**src/design/itok_pkg.sv**
```systemverilog
`timescale 1ns / 1ps
// ----------------------------------------------------------------------------
// itok_pkg
// Shared types and constants of the IMAP argument tokenizer.
// ----------------------------------------------------------------------------
package itok_pkg;

    localparam int MAX_RES  = 4;
    localparam int RES_AW   = 2;
    localparam int CNT_W    = 3;
    localparam int FIFO_DEP = 4;
    localparam int FIFO_AW  = 2;

    localparam logic [7:0] CH_SPACE = 8'h20;
    localparam logic [7:0] CH_QUOTE = 8'h22;
    localparam logic [7:0] CH_LPAR  = 8'h28;
    localparam logic [7:0] CH_RPAR  = 8'h29;
    localparam logic [7:0] CH_LBRK  = 8'h5B;
    localparam logic [7:0] CH_BSL   = 8'h5C;
    localparam logic [7:0] CH_RBRK  = 8'h5D;
    localparam logic [7:0] CH_LBRC  = 8'h7B;
    localparam logic [7:0] CH_RBRC  = 8'h7D;

    typedef enum logic [1:0] {
        K_BYTE = 2'd0,
        K_END  = 2'd1,
        K_EOL  = 2'd2
    } t_kind;

    typedef enum logic [3:0] {
        M_IDLE    = 4'd0,
        M_ATOM    = 4'd1,
        M_QUOTED  = 4'd2,
        M_LIST    = 4'd3,
        M_LIST_IN = 4'd4,
        M_LIST_Q  = 4'd5,
        M_RESP    = 4'd6,
        M_RESP_IN = 4'd7,
        M_RESP_Q  = 4'd8,
        M_LIT     = 4'd9
    } t_mode;

    typedef struct packed {
        t_kind      kind;
        logic [7:0] data;
    } t_res;

    // All results caused by one input byte.
    typedef struct packed {
        logic [CNT_W-1:0]   cnt;
        t_res [MAX_RES-1:0] res;
    } t_bundle;

    function automatic t_bundle f_emit(t_bundle b, t_kind k, logic [7:0] d);
        t_bundle o;
        o = b;
        if (b.cnt < CNT_W'(MAX_RES)) begin
            o.res[b.cnt[RES_AW-1:0]].kind = k;
            o.res[b.cnt[RES_AW-1:0]].data = (k == K_BYTE) ? d : 8'd0;
            o.cnt = b.cnt + CNT_W'(1);
        end
        return o;
    endfunction

endpackage

```
**src/design/itok_front.sv**
```systemverilog
`timescale 1ns / 1ps
// ----------------------------------------------------------------------------
// itok_front
// Tokenizer state machine: classifies one accepted byte per cycle into a result bundle.
// ----------------------------------------------------------------------------
module itok_front #(
    parameter int DEPTH_BITS = 4
) (
    input  logic             i_clk,
    input  logic             i_rst_n,
    input  logic             i_accept,
    input  logic [7:0]       i_byte,
    input  logic             i_last,
    output logic             o_push,
    output itok_pkg::t_bundle o_bundle
);
    import itok_pkg::*;

    localparam logic [DEPTH_BITS-1:0] DMAX = {DEPTH_BITS{1'b1}};
    localparam logic [DEPTH_BITS-1:0] DONE = DEPTH_BITS'(1);

    t_mode                 r_mode, n_mode;
    logic                  r_esc, n_esc;
    logic [DEPTH_BITS-1:0] r_od, n_od;
    logic [DEPTH_BITS-1:0] r_id, n_id;

    t_bundle    b;
    logic       do_start;
    logic       q_close;
    logic       is_list;
    logic [7:0] c_open, c_close, c_iopen, c_iclose;

    always_ff @(posedge i_clk) begin
        if (!i_rst_n) begin
            r_mode <= M_IDLE;
            r_esc  <= 1'b0;
            r_od   <= '0;
            r_id   <= '0;
        end else if (i_accept) begin
            r_mode <= n_mode;
            r_esc  <= n_esc;
            r_od   <= n_od;
            r_id   <= n_id;
        end
    end

    always_comb begin
        n_mode   = r_mode;
        n_esc    = r_esc;
        n_od     = r_od;
        n_id     = r_id;
        b        = '0;
        do_start = 1'b0;
        q_close  = 1'b0;
        is_list  = (r_mode == M_LIST) || (r_mode == M_LIST_IN) || (r_mode == M_LIST_Q);
        c_open   = is_list ? CH_LPAR : CH_LBRK;
        c_close  = is_list ? CH_RPAR : CH_RBRK;
        c_iopen  = is_list ? CH_LBRK : CH_LPAR;
        c_iclose = is_list ? CH_RBRK : CH_RPAR;

        // Quote body shared by the plain quote and quotes inside lists and response codes.
        if (r_esc) begin
            n_esc = 1'b0;
        end else if (i_byte == CH_QUOTE) begin
            q_close = 1'b1;
        end else if (i_byte == CH_BSL && !i_last) begin
            n_esc = 1'b1;
        end

        unique case (r_mode)
            M_IDLE: begin
                do_start = 1'b1;
            end
            M_ATOM: begin
                if (i_byte == CH_SPACE || i_byte == CH_LPAR || i_byte == CH_RPAR ||
                    i_byte == CH_LBRK || i_byte == CH_RBRK || i_byte == CH_QUOTE ||
                    i_byte == CH_LBRC) begin
                    b        = f_emit(b, K_END, 8'd0);
                    n_mode   = M_IDLE;
                    do_start = 1'b1;
                end else begin
                    b = f_emit(b, K_BYTE, i_byte);
                end
            end
            M_QUOTED, M_LIST_Q, M_RESP_Q: begin
                if (r_esc || (!q_close && n_esc == 1'b0)) begin
                    b = f_emit(b, K_BYTE, i_byte);
                end
                if (q_close) begin
                    if (r_mode == M_QUOTED) begin
                        b      = f_emit(b, K_END, 8'd0);
                        n_mode = M_IDLE;
                    end else begin
                        b      = f_emit(b, K_BYTE, CH_QUOTE);
                        n_mode = is_list ? M_LIST : M_RESP;
                    end
                end
            end
            M_LIST, M_RESP: begin
                b = f_emit(b, K_BYTE, i_byte);
                n_esc = r_esc;
                if (i_byte == c_open) begin
                    n_od = (r_od == DMAX) ? DMAX : r_od + DONE;
                end else if (i_byte == c_close) begin
                    n_od = (r_od == '0) ? '0 : r_od - DONE;
                    if (n_od == '0) begin
                        b      = f_emit(b, K_END, 8'd0);
                        n_mode = M_IDLE;
                    end
                end else if (i_byte == c_iopen) begin
                    n_id   = DONE;
                    n_mode = is_list ? M_LIST_IN : M_RESP_IN;
                end else if (i_byte == CH_QUOTE) begin
                    n_esc  = 1'b0;
                    n_mode = is_list ? M_LIST_Q : M_RESP_Q;
                end
            end
            M_LIST_IN, M_RESP_IN: begin
                b = f_emit(b, K_BYTE, i_byte);
                n_esc = r_esc;
                if (i_byte == c_iopen) begin
                    n_id = (r_id == DMAX) ? DMAX : r_id + DONE;
                end else if (i_byte == c_iclose) begin
                    n_id = (r_id == '0) ? '0 : r_id - DONE;
                    if (n_id == '0) begin
                        n_mode = is_list ? M_LIST : M_RESP;
                    end
                end
            end
            M_LIT: begin
                b = f_emit(b, K_BYTE, i_byte);
                n_esc = r_esc;
                if (i_byte == CH_RBRC) begin
                    b      = f_emit(b, K_END, 8'd0);
                    n_mode = M_IDLE;
                end
            end
            default: begin
                n_esc    = r_esc;
                n_mode   = M_IDLE;
                do_start = 1'b1;
            end
        endcase

        if (do_start) begin
            if (i_byte == CH_SPACE) begin
                n_mode = M_IDLE;
            end else if (i_byte == CH_QUOTE) begin
                n_mode = M_QUOTED;
                n_esc  = 1'b0;
            end else if (i_byte == CH_LPAR) begin
                b      = f_emit(b, K_BYTE, i_byte);
                n_mode = M_LIST;
                n_od   = DONE;
            end else if (i_byte == CH_LBRK) begin
                b      = f_emit(b, K_BYTE, i_byte);
                n_mode = M_RESP;
                n_od   = DONE;
            end else if (i_byte == CH_LBRC) begin
                b      = f_emit(b, K_BYTE, i_byte);
                n_mode = M_LIT;
            end else if (i_byte == CH_RPAR || i_byte == CH_RBRK) begin
                // A closer with nothing open is dropped.
                n_mode = M_IDLE;
            end else begin
                b      = f_emit(b, K_BYTE, i_byte);
                n_mode = M_ATOM;
            end
        end

        if (i_last) begin
            if (n_mode != M_IDLE) begin
                if (n_mode == M_LIST_Q || n_mode == M_RESP_Q) begin
                    b = f_emit(b, K_BYTE, CH_QUOTE);
                end
                b = f_emit(b, K_END, 8'd0);
            end
            b      = f_emit(b, K_EOL, 8'd0);
            n_mode = M_IDLE;
            n_esc  = 1'b0;
            n_od   = '0;
            n_id   = '0;
        end
    end

    assign o_push   = i_accept && (b.cnt != '0);
    assign o_bundle = b;

endmodule

```
**src/design/itok_fifo.sv**
```systemverilog
`timescale 1ns / 1ps
// ----------------------------------------------------------------------------
// itok_fifo
// Short queue of result bundles between the classifier and the output stage.
// ----------------------------------------------------------------------------
module itok_fifo (
    input  logic              i_clk,
    input  logic              i_rst_n,
    input  logic              i_push,
    input  itok_pkg::t_bundle i_bundle,
    input  logic              i_pop,
    output logic              o_full,
    output logic              o_empty,
    output itok_pkg::t_bundle o_head
);
    import itok_pkg::*;

    t_bundle              r_mem [FIFO_DEP];
    logic [FIFO_AW-1:0]   r_wr, r_rd;
    logic [FIFO_AW:0]     r_count;

    always_ff @(posedge i_clk) begin
        if (i_push) begin
            r_mem[r_wr] <= i_bundle;
        end
    end

    always_ff @(posedge i_clk) begin
        if (!i_rst_n) begin
            r_wr    <= '0;
            r_rd    <= '0;
            r_count <= '0;
        end else begin
            if (i_push) begin
                r_wr <= r_wr + FIFO_AW'(1);
            end
            if (i_pop) begin
                r_rd <= r_rd + FIFO_AW'(1);
            end
            case ({i_push, i_pop})
                2'b10:   r_count <= r_count + (FIFO_AW+1)'(1);
                2'b01:   r_count <= r_count - (FIFO_AW+1)'(1);
                default: r_count <= r_count;
            endcase
        end
    end

    assign o_full  = (r_count == (FIFO_AW+1)'(FIFO_DEP));
    assign o_empty = (r_count == '0);
    assign o_head  = r_mem[r_rd];

endmodule

```
**src/design/itok_back.sv**
```systemverilog
`timescale 1ns / 1ps
// ----------------------------------------------------------------------------
// itok_back
// Output stage: unpacks each bundle into single result beats.
// ----------------------------------------------------------------------------
module itok_back (
    input  logic              i_clk,
    input  logic              i_rst_n,
    input  logic              i_empty,
    input  itok_pkg::t_bundle i_head,
    output logic              o_pop,
    input  logic              i_ready,
    output logic              o_valid,
    output logic [7:0]        o_data,
    output logic [1:0]        o_user,
    output logic              o_last
);
    import itok_pkg::*;

    logic [RES_AW-1:0]  r_idx;
    logic               r_valid;
    t_res               r_res;
    logic               r_last;
    logic               load;
    logic               at_end;

    assign load   = !i_empty && (!r_valid || i_ready);
    assign at_end = ({1'b0, r_idx} == i_head.cnt - CNT_W'(1));
    assign o_pop  = load && at_end;

    always_ff @(posedge i_clk) begin
        if (!i_rst_n) begin
            r_valid <= 1'b0;
            r_idx   <= '0;
        end else if (load) begin
            r_valid <= 1'b1;
            r_idx   <= at_end ? '0 : r_idx + RES_AW'(1);
        end else if (i_ready) begin
            r_valid <= 1'b0;
        end
    end

    always_ff @(posedge i_clk) begin
        if (load) begin
            r_res  <= i_head.res[r_idx];
            r_last <= at_end;
        end
    end

    assign o_valid = r_valid;
    assign o_data  = r_res.data;
    assign o_user  = r_res.kind;
    assign o_last  = r_last;

endmodule

```
**src/design/imap_argument_tokenizer_unit.sv**
```systemverilog
`timescale 1ns / 1ps
// ----------------------------------------------------------------------------
// imap_argument_tokenizer_unit
// Splits an IMAP argument line into token bytes and token/line end marks.
// ----------------------------------------------------------------------------
// Input stream: one byte of the argument line per beat in tdata, with tlast
// set on the last byte of the line.
// Output stream: one result per beat. tuser gives the kind (token byte, end
// of token, end of line), tdata the token byte (zero for the marks), and
// tlast flags the last result caused by one input byte.
// The classifier handles a new byte every cycle while the four-entry bundle
// queue has room. One input byte can cause zero to four results, and the
// output stage sends one result per cycle while the receiver is ready, so the
// sustained rate is one byte per cycle when each byte yields at most one
// result. An accepted byte's results pass through the bundle queue and the
// output register before the first result beat.
// When the receiver holds tready low the output beat holds, the queue fills,
// and then tready on the input side drops until room is made.
// Reset is synchronous: the tokenizer returns to the between-tokens state and
// the queue and output register are emptied.
// ----------------------------------------------------------------------------
module imap_argument_tokenizer_unit #(
    parameter int DEPTH_BITS = 4
) (
    input  logic       i_clk,
    input  logic       i_rst_n,
    input  logic       i_s_axis_tvalid,
    output logic       o_s_axis_tready,
    input  logic [7:0] i_s_axis_tdata,   // [7:0] in_byte
    input  logic       i_s_axis_tlast,
    output logic       o_m_axis_tvalid,
    input  logic       i_m_axis_tready,
    output logic [7:0] o_m_axis_tdata,   // [7:0] out_byte
    output logic [1:0] o_m_axis_tuser,   // [1:0] kind
    output logic       o_m_axis_tlast
);
    import itok_pkg::*;

    logic    accept;
    logic    push, pop, full, empty;
    t_bundle bundle, head;

    assign o_s_axis_tready = !full;
    assign accept          = i_s_axis_tvalid && !full;

    itok_front #(.DEPTH_BITS(DEPTH_BITS)) u_front (
        .i_clk    (i_clk),
        .i_rst_n  (i_rst_n),
        .i_accept (accept),
        .i_byte   (i_s_axis_tdata),
        .i_last   (i_s_axis_tlast),
        .o_push   (push),
        .o_bundle (bundle)
    );

    itok_fifo u_fifo (
        .i_clk    (i_clk),
        .i_rst_n  (i_rst_n),
        .i_push   (push),
        .i_bundle (bundle),
        .i_pop    (pop),
        .o_full   (full),
        .o_empty  (empty),
        .o_head   (head)
    );

    itok_back u_back (
        .i_clk   (i_clk),
        .i_rst_n (i_rst_n),
        .i_empty (empty),
        .i_head  (head),
        .o_pop   (pop),
        .i_ready (i_m_axis_tready),
        .o_valid (o_m_axis_tvalid),
        .o_data  (o_m_axis_tdata),
        .o_user  (o_m_axis_tuser),
        .o_last  (o_m_axis_tlast)
    );

endmodule

```
**config.mk**
```make
export PLATFORM = sky130hd
export DESIGN_NAME = imap_argument_tokenizer_unit
export DESIGN_NICKNAME = d
export VERILOG_FILES = /design/src/design/itok_pkg.sv /design/src/design/itok_front.sv /design/src/design/itok_fifo.sv /design/src/design/itok_back.sv /design/src/design/imap_argument_tokenizer_unit.sv
export SDC_FILE = /design/constraint.sdc
export NUM_CORES = 1
export LEC_CHECK = 0
export BUFFER_PORTS_ARGS = -buffer_cell sky130_fd_sc_hd__clkbuf_2
export CAP_MARGIN = 0
export CORE_ASPECT_RATIO = 0.6
export CORE_MARGIN = 5
export CORE_UTILIZATION = 61
export DETAILED_ROUTE_END_ITERATION = 10
export PLACE_DENSITY = 0.85
export REMOVE_ABC_BUFFERS = 1
export SLEW_MARGIN = 20
export SYNTH_ARGS = -nofsm -noshare
export SYNTH_HDL_FRONTEND = slang
export SYNTH_SLANG_ARGS = --single-unit
```
**constraint.sdc**
```tcl
create_clock -name i_clk -period 11.6 [get_ports i_clk]
set_clock_uncertainty 0.15 [all_clocks]
set_input_delay 3.48 -clock i_clk [delete_from_list [all_inputs] [get_ports i_clk]]
set_output_delay 3.48 -clock i_clk [all_outputs]
set_load 0.02 [all_outputs]
```
# Word level (Yosys, flattened, before mapping)
# Memory sizes are Yosys's and may differ from the RTL's. A register that Yosys moved wholly into a read port is not among the register bits.
# Index checks and enable logic that the tools add are counted.
# W data, S select, Z words.
dict set report totals {
  regBits 34
  ramBits 172
  in_bits 13
  out_inout_bits 13
  word_cells 287
  n_memories 1
}
dict set report op_classes {
  n_addsub 17
  magnitude_cmp 22
  n_eq_ne 34
  muxes 153
  bitwise_logic 1
  n_reduce_logical 47
}
# memory depth width read_ports rd_ports_with_merged_regs write_ports line_no
set mem_list {}
lappend mem_list {u_fifo.r_mem 4 43 1 1 1 itok_fifo.sv:18} ;# t_bundle r_mem [FIFO_DEP];
# op n
set op_table {}
lappend op_table {{$mux W43} 28}
lappend op_table {{$bwmux W40} 16}
lappend op_table {{$demux W10 S2} 14}
lappend op_table {{$pmux W43 S5} 1}
lappend op_table {{$mux W4} 39}
lappend op_table {{$mux W10} 10}
lappend op_table {{$mux W8} 7}
lappend op_table {{$mux W41} 1}
lappend op_table {{$eq A8 B7 Y1 const B} 5}
lappend op_table {{$eq A8 B6 Y1 const B} 4}
lappend op_table {{$eq A8 B8 Y1} 4}
lappend op_table {{$mux W7} 4}
lappend op_table {{$add A3 B1 Y3 const B} 8}
lappend op_table {{$lt A2 B3 Y1 const B} 8}
lappend op_table {{$pmux W4 S6} 1}
lappend op_table {{$lt A3 B3 Y1 const B} 7}
lappend op_table {{$bmux W10 S2} 1}
lappend op_table {{$eq A4 B3 Y1 const B} 5}
lappend op_table {{$eq A4 B4 Y1 const B} 5}
lappend op_table {{$logic_not A4 Y1} 5}
lappend op_table {{$mux W1} 19}
lappend op_table {{$ge A2 B1 Y1 const B} 7}
lappend op_table {{$logic_and A1 B1 Y1} 13}
lappend op_table {{$logic_or A1 B1 Y1} 12}
lappend op_table {{other kinds (30)} 50}

# Logic depth before layout (Yosys ltp)
dict set report depth {
  ltp_word 65
  mapped_depth 28
  ltp_nobuf 25
}

# Modules after synthesis
# A second synthesis with hierarchy kept.
dict set report unflattened {
  hier_cells 796
  hier_area_um2 10657.7
}
# module n_inst cells_each area_each_um2 seq_area_each_um2
set by_module_without_submodules {}
lappend by_module_without_submodules {itok_fifo 1 271 6710.2 5345.1}
lappend by_module_without_submodules {itok_front 1 477 3139.3 260.2}
lappend by_module_without_submodules {itok_back 1 46 798.3 390.4}
lappend by_module_without_submodules {imap_argument_tokenizer_unit 1 2 10.0 0.0}

# Worst setup path after synthesis
# No wires, ideal clock.
dict set report synth_path {
  kind {input to register}
  start {in i_s_axis_tdata[4]}
  end {mem u_fifo.r_mem[0][0] (netlist bit) (enable)}
  setup_ps 444
  arrival_time_ps 9330
  required_time_ps 11006
  setup_slack_ps 1676
  path_stages 19
  path_buffers 3
  cell_sequence {buf_2 > or4b_4 > or4_1 > and3_4 > a2bb2oi_2 > nand2_1 > or4_1 > buf_2 > o211a_1 > buf_2 > xnor2_1 > ha_1 > o311ai_0 > o211ai_1 > ha_1 > o41ai_1 > o21ai_1 > o31ai_2 > nor2_1}
}
# element line_no
set synth_lines {}
lappend synth_lines {{from (decl)} imap_argument_tokenizer_unit.sv:29} ;# input logic [7:0] i_s_axis_tdata,
lappend synth_lines {{to (decl)} itok_fifo.sv:18}

==> run metrics <==
status=finished clean; vias in the first global route=7007; GPL Wtd Cong=0.995; Power Dens Cells=between 150 and 200 mW/mm2; Post-CTS Setup Bufs=0; worst vdd ir=around 0.00015 V; initial core utilization=62.3%; Post-Syn Area per Cell=around 13 um2; Routed WL=about 26 mm; GRT Total Usage=approximately a quarter; number of synthesized flops with an enable pin=between 150 and 200; MaxCap Viol Count=0; Crit Path Category=in2reg; Die Height=113 um; layout overhead on the synthesized area=8.74%; Max transition margin=~28%; vias per std cell=~6.8; LEAKAGE=approximately 3.9 nW; H-tree depth=1; Reg2Reg Depth=21; Clk pin slew, worst setup/hold paths=~0.060 ns; slew of the pin with the lowest slew margin=between 1 and 1.5 ns; Gate Count Post-Synth=827; final hold violations=0; register area=0.00600 mm2; clock buffer depth=3; Clock Sinks=around 210; Pins Over Slew Limit=0; largest cells by area after synthesis=edfxtp_1, mux4_2, dfxtp_1; synth warn=0; CTS tree=done; Fill cells=approximately 1200; Yosys reg bits=between 200 and 250; TritonRoute pass-1 iters=6; I/O pin cnt=26; IO buf count=25; Congestion Overflow GR=0; DIE WIDTH=about 180 um; Die ar.=0.0204 mm2; fin util=67.7%; post-synth top area share=51.4%; setup violators final=0; unique cell type count in the Yosys netlist=83; Critical R2R Launch=u_front.r_mode[2]; CP max-delay cell=o31ai_2; Post-synth top flop=edfxtp_1; DR WL/cell=between 20 and 25 um; Hold Path End=u_back.o_valid; fin crit period=around 10 ns; RR Endpoint=u_fifo.r_count[2]; initial antenna violation count=0; Clk Latency, worst-skew pair=a little under 0.5 ns; critical path peak fanout=18; post-synth top area cell=edfxtp_1; RSZ-0062 raised after global routing=no; period utilization=around nine tenths; vias=approximately 7400; first-pass GRT wire length=between 40 and 50 mm; Synth Cell Area=between 0.01 and 0.015 mm2; Resized Gates After CTS=0; Initial DRC Count=874; largest net degree at the start of global routing=44; R2R Setup Slk=approximately 3.7 ns; # rows=37; HP Start=u_back.o_valid; crit path cell chain=clkbuf_2 -> or4b_4 -> nor4_2 -> nand2_1 -> or2_2 -> a311oi_1 -> or4_1 -> o211a_1 -> mux2i_1 -> ha_1 -> o311ai_0 -> o211ai_1 -> ha_1 -> o41ai_1 -> o21ai_1 -> o31ai_2 -> ha_1 -> inv_1 -> fa_1 -> xor2_1 -> or3_1 -> a21boi_0; tightest hold margin=about 0.35 ns; WP data arrival=10.73 ns; crit end category=flop; final net count=879; antenna cell count=0; total CTS buffers=19; fraction of registers with async set/reset=0%; root buffer cell=clkbuf_16; Hold Path Depth=2; Detail Route Antenna Nets=0; Critical Path Max Stage Delay=0.78 ns; Total Power=about 2.3 mW; CP most frequent cell=ha_1; drt drc=0; Hold Buf Count CTS=0; Worst Hold Class=reg2reg; worst path required time=between 10 and 15 ns; register area share after synthesis=between 50% and 60%; crit start category=input pin; Fin Setup TNS=0 ns; fmax=between 0.09 and 0.1 GHz; CORE AREA=around 0.017 mm2; DP Wirelength=between 15 and 20 mm; worst slack, placed=0.830 ns; combined area of the multi-input logic cells=roughly 0.0044 mm2; share of layout cells above drive strength 1=approximately 18%; min setup slack post-route=~1.1 ns
[cells in the mapped netlist, types with 15 or more instances]
library cell,count
edfxtp_1,183
nand2_1,68
nor2_1,64
mux4_2,55
a21oi_1,39
inv_1,35
clkbuf_1,28
ha_1,27
o21ai_0,26
dfxtp_1,25
nand3_1,16
nor2b_1,16
nor3_1,16
xnor2_1,15
[layer usage]
layer	part of all wire (%)	GRT usage (%)
met4	2.1	4.60
met2	43	36.7
met3	13	7.61
met5	0	0
met1	42	38.3
[how the worst max path moves through the flow]
stage	to	cells past startpoint	from
finish	u_fifo.r_count[2]	22	i_s_axis_tdata[4]
detailed placement	u_fifo.r_count[2]	22	i_s_axis_tdata[4]
global route	u_fifo.r_count[2]	22	i_s_axis_tdata[4]
CTS	u_fifo.r_count[2]	22	i_s_axis_tdata[4]
global placement	u_fifo.r_count[2]	22	i_s_axis_tdata[4]
floorplan	u_fifo.r_mem[0][0]	19	i_s_axis_tdata[4]
[cell usage in the layout, fill, tap and decap left out, types with 8 or more instances in the layout]
cell type	count
a21oi_1	38
a31oi_1	8
and2_1	10
and3_1	14
buf_4	12
clkbuf_16	19
clkbuf_2	25
dfxtp_1	23
edfxtp_1	183
ha_1	27
inv_1	35
mux4_2	55
nand2_1	68
nand3_1	16
nor2_1	60
nor2b_1	16
nor3_1	16
o21ai_0	26
xnor2_1	15
[cell families (layout without fill, tap and decap cells)]
family	Yosys count	in the layout	synth area share, %
AND/OR/NAND/NOR	267	267	13.2
flip-flops	208	208	56.1
AO/OA/AOI/OAI	162	162	10.8
buffers and inverters	84	108	3.12
multiplexers	59	59	12.0
adder cells (fa/ha/maj)	28	28	3.35
XOR/XNOR	19	19	1.56
[metrics by stage]
stage	instance area [um2]	std cells
after floorplan	10500	780
after CTS	11600	1085
final	11600	1085
after global routing	11600	1085
after global placement	11000	1051
after detailed placement	11000	1051
[cell type report]
type,count,area share [%]
Clock buffer,22,4.18
Clock inverter,12,0.850
Inverter,37,1.19
Multi-Input combinational cell,535,37.8
Sequential cell,208,51.6
Tap cell,234,2.52
Timing Repair Buffer,37,1.85
[worst max-delay path, delay by kind of cell]
kind                       cells  cell delay [ns]
adders and majority gates      4             1.32
buffers and inverters          2             0.30
xor gates and xnor gates       1             0.16
and+or+nand+nor                6             2.32
AOI/OAI and AO/OA              8             2.72
muxes                          1             0.41
[state kept, by name, indices dropped and copies added (netlist names), 3 cells and up, named ones only]
register,count
u_back.o_data,8
u_front.r_mode,4
u_front.r_od,4
u_fifo.r_count,3
u_front.r_id,4
u_fifo.r_mem,172
[where the power goes]
part / internal [mW] / switching [mW]
clock network: 0.328 / 0.271
logic: 0.256 / 0.370
registers: 1.00 / 0.0577
(Power assumes the default switching activity.)
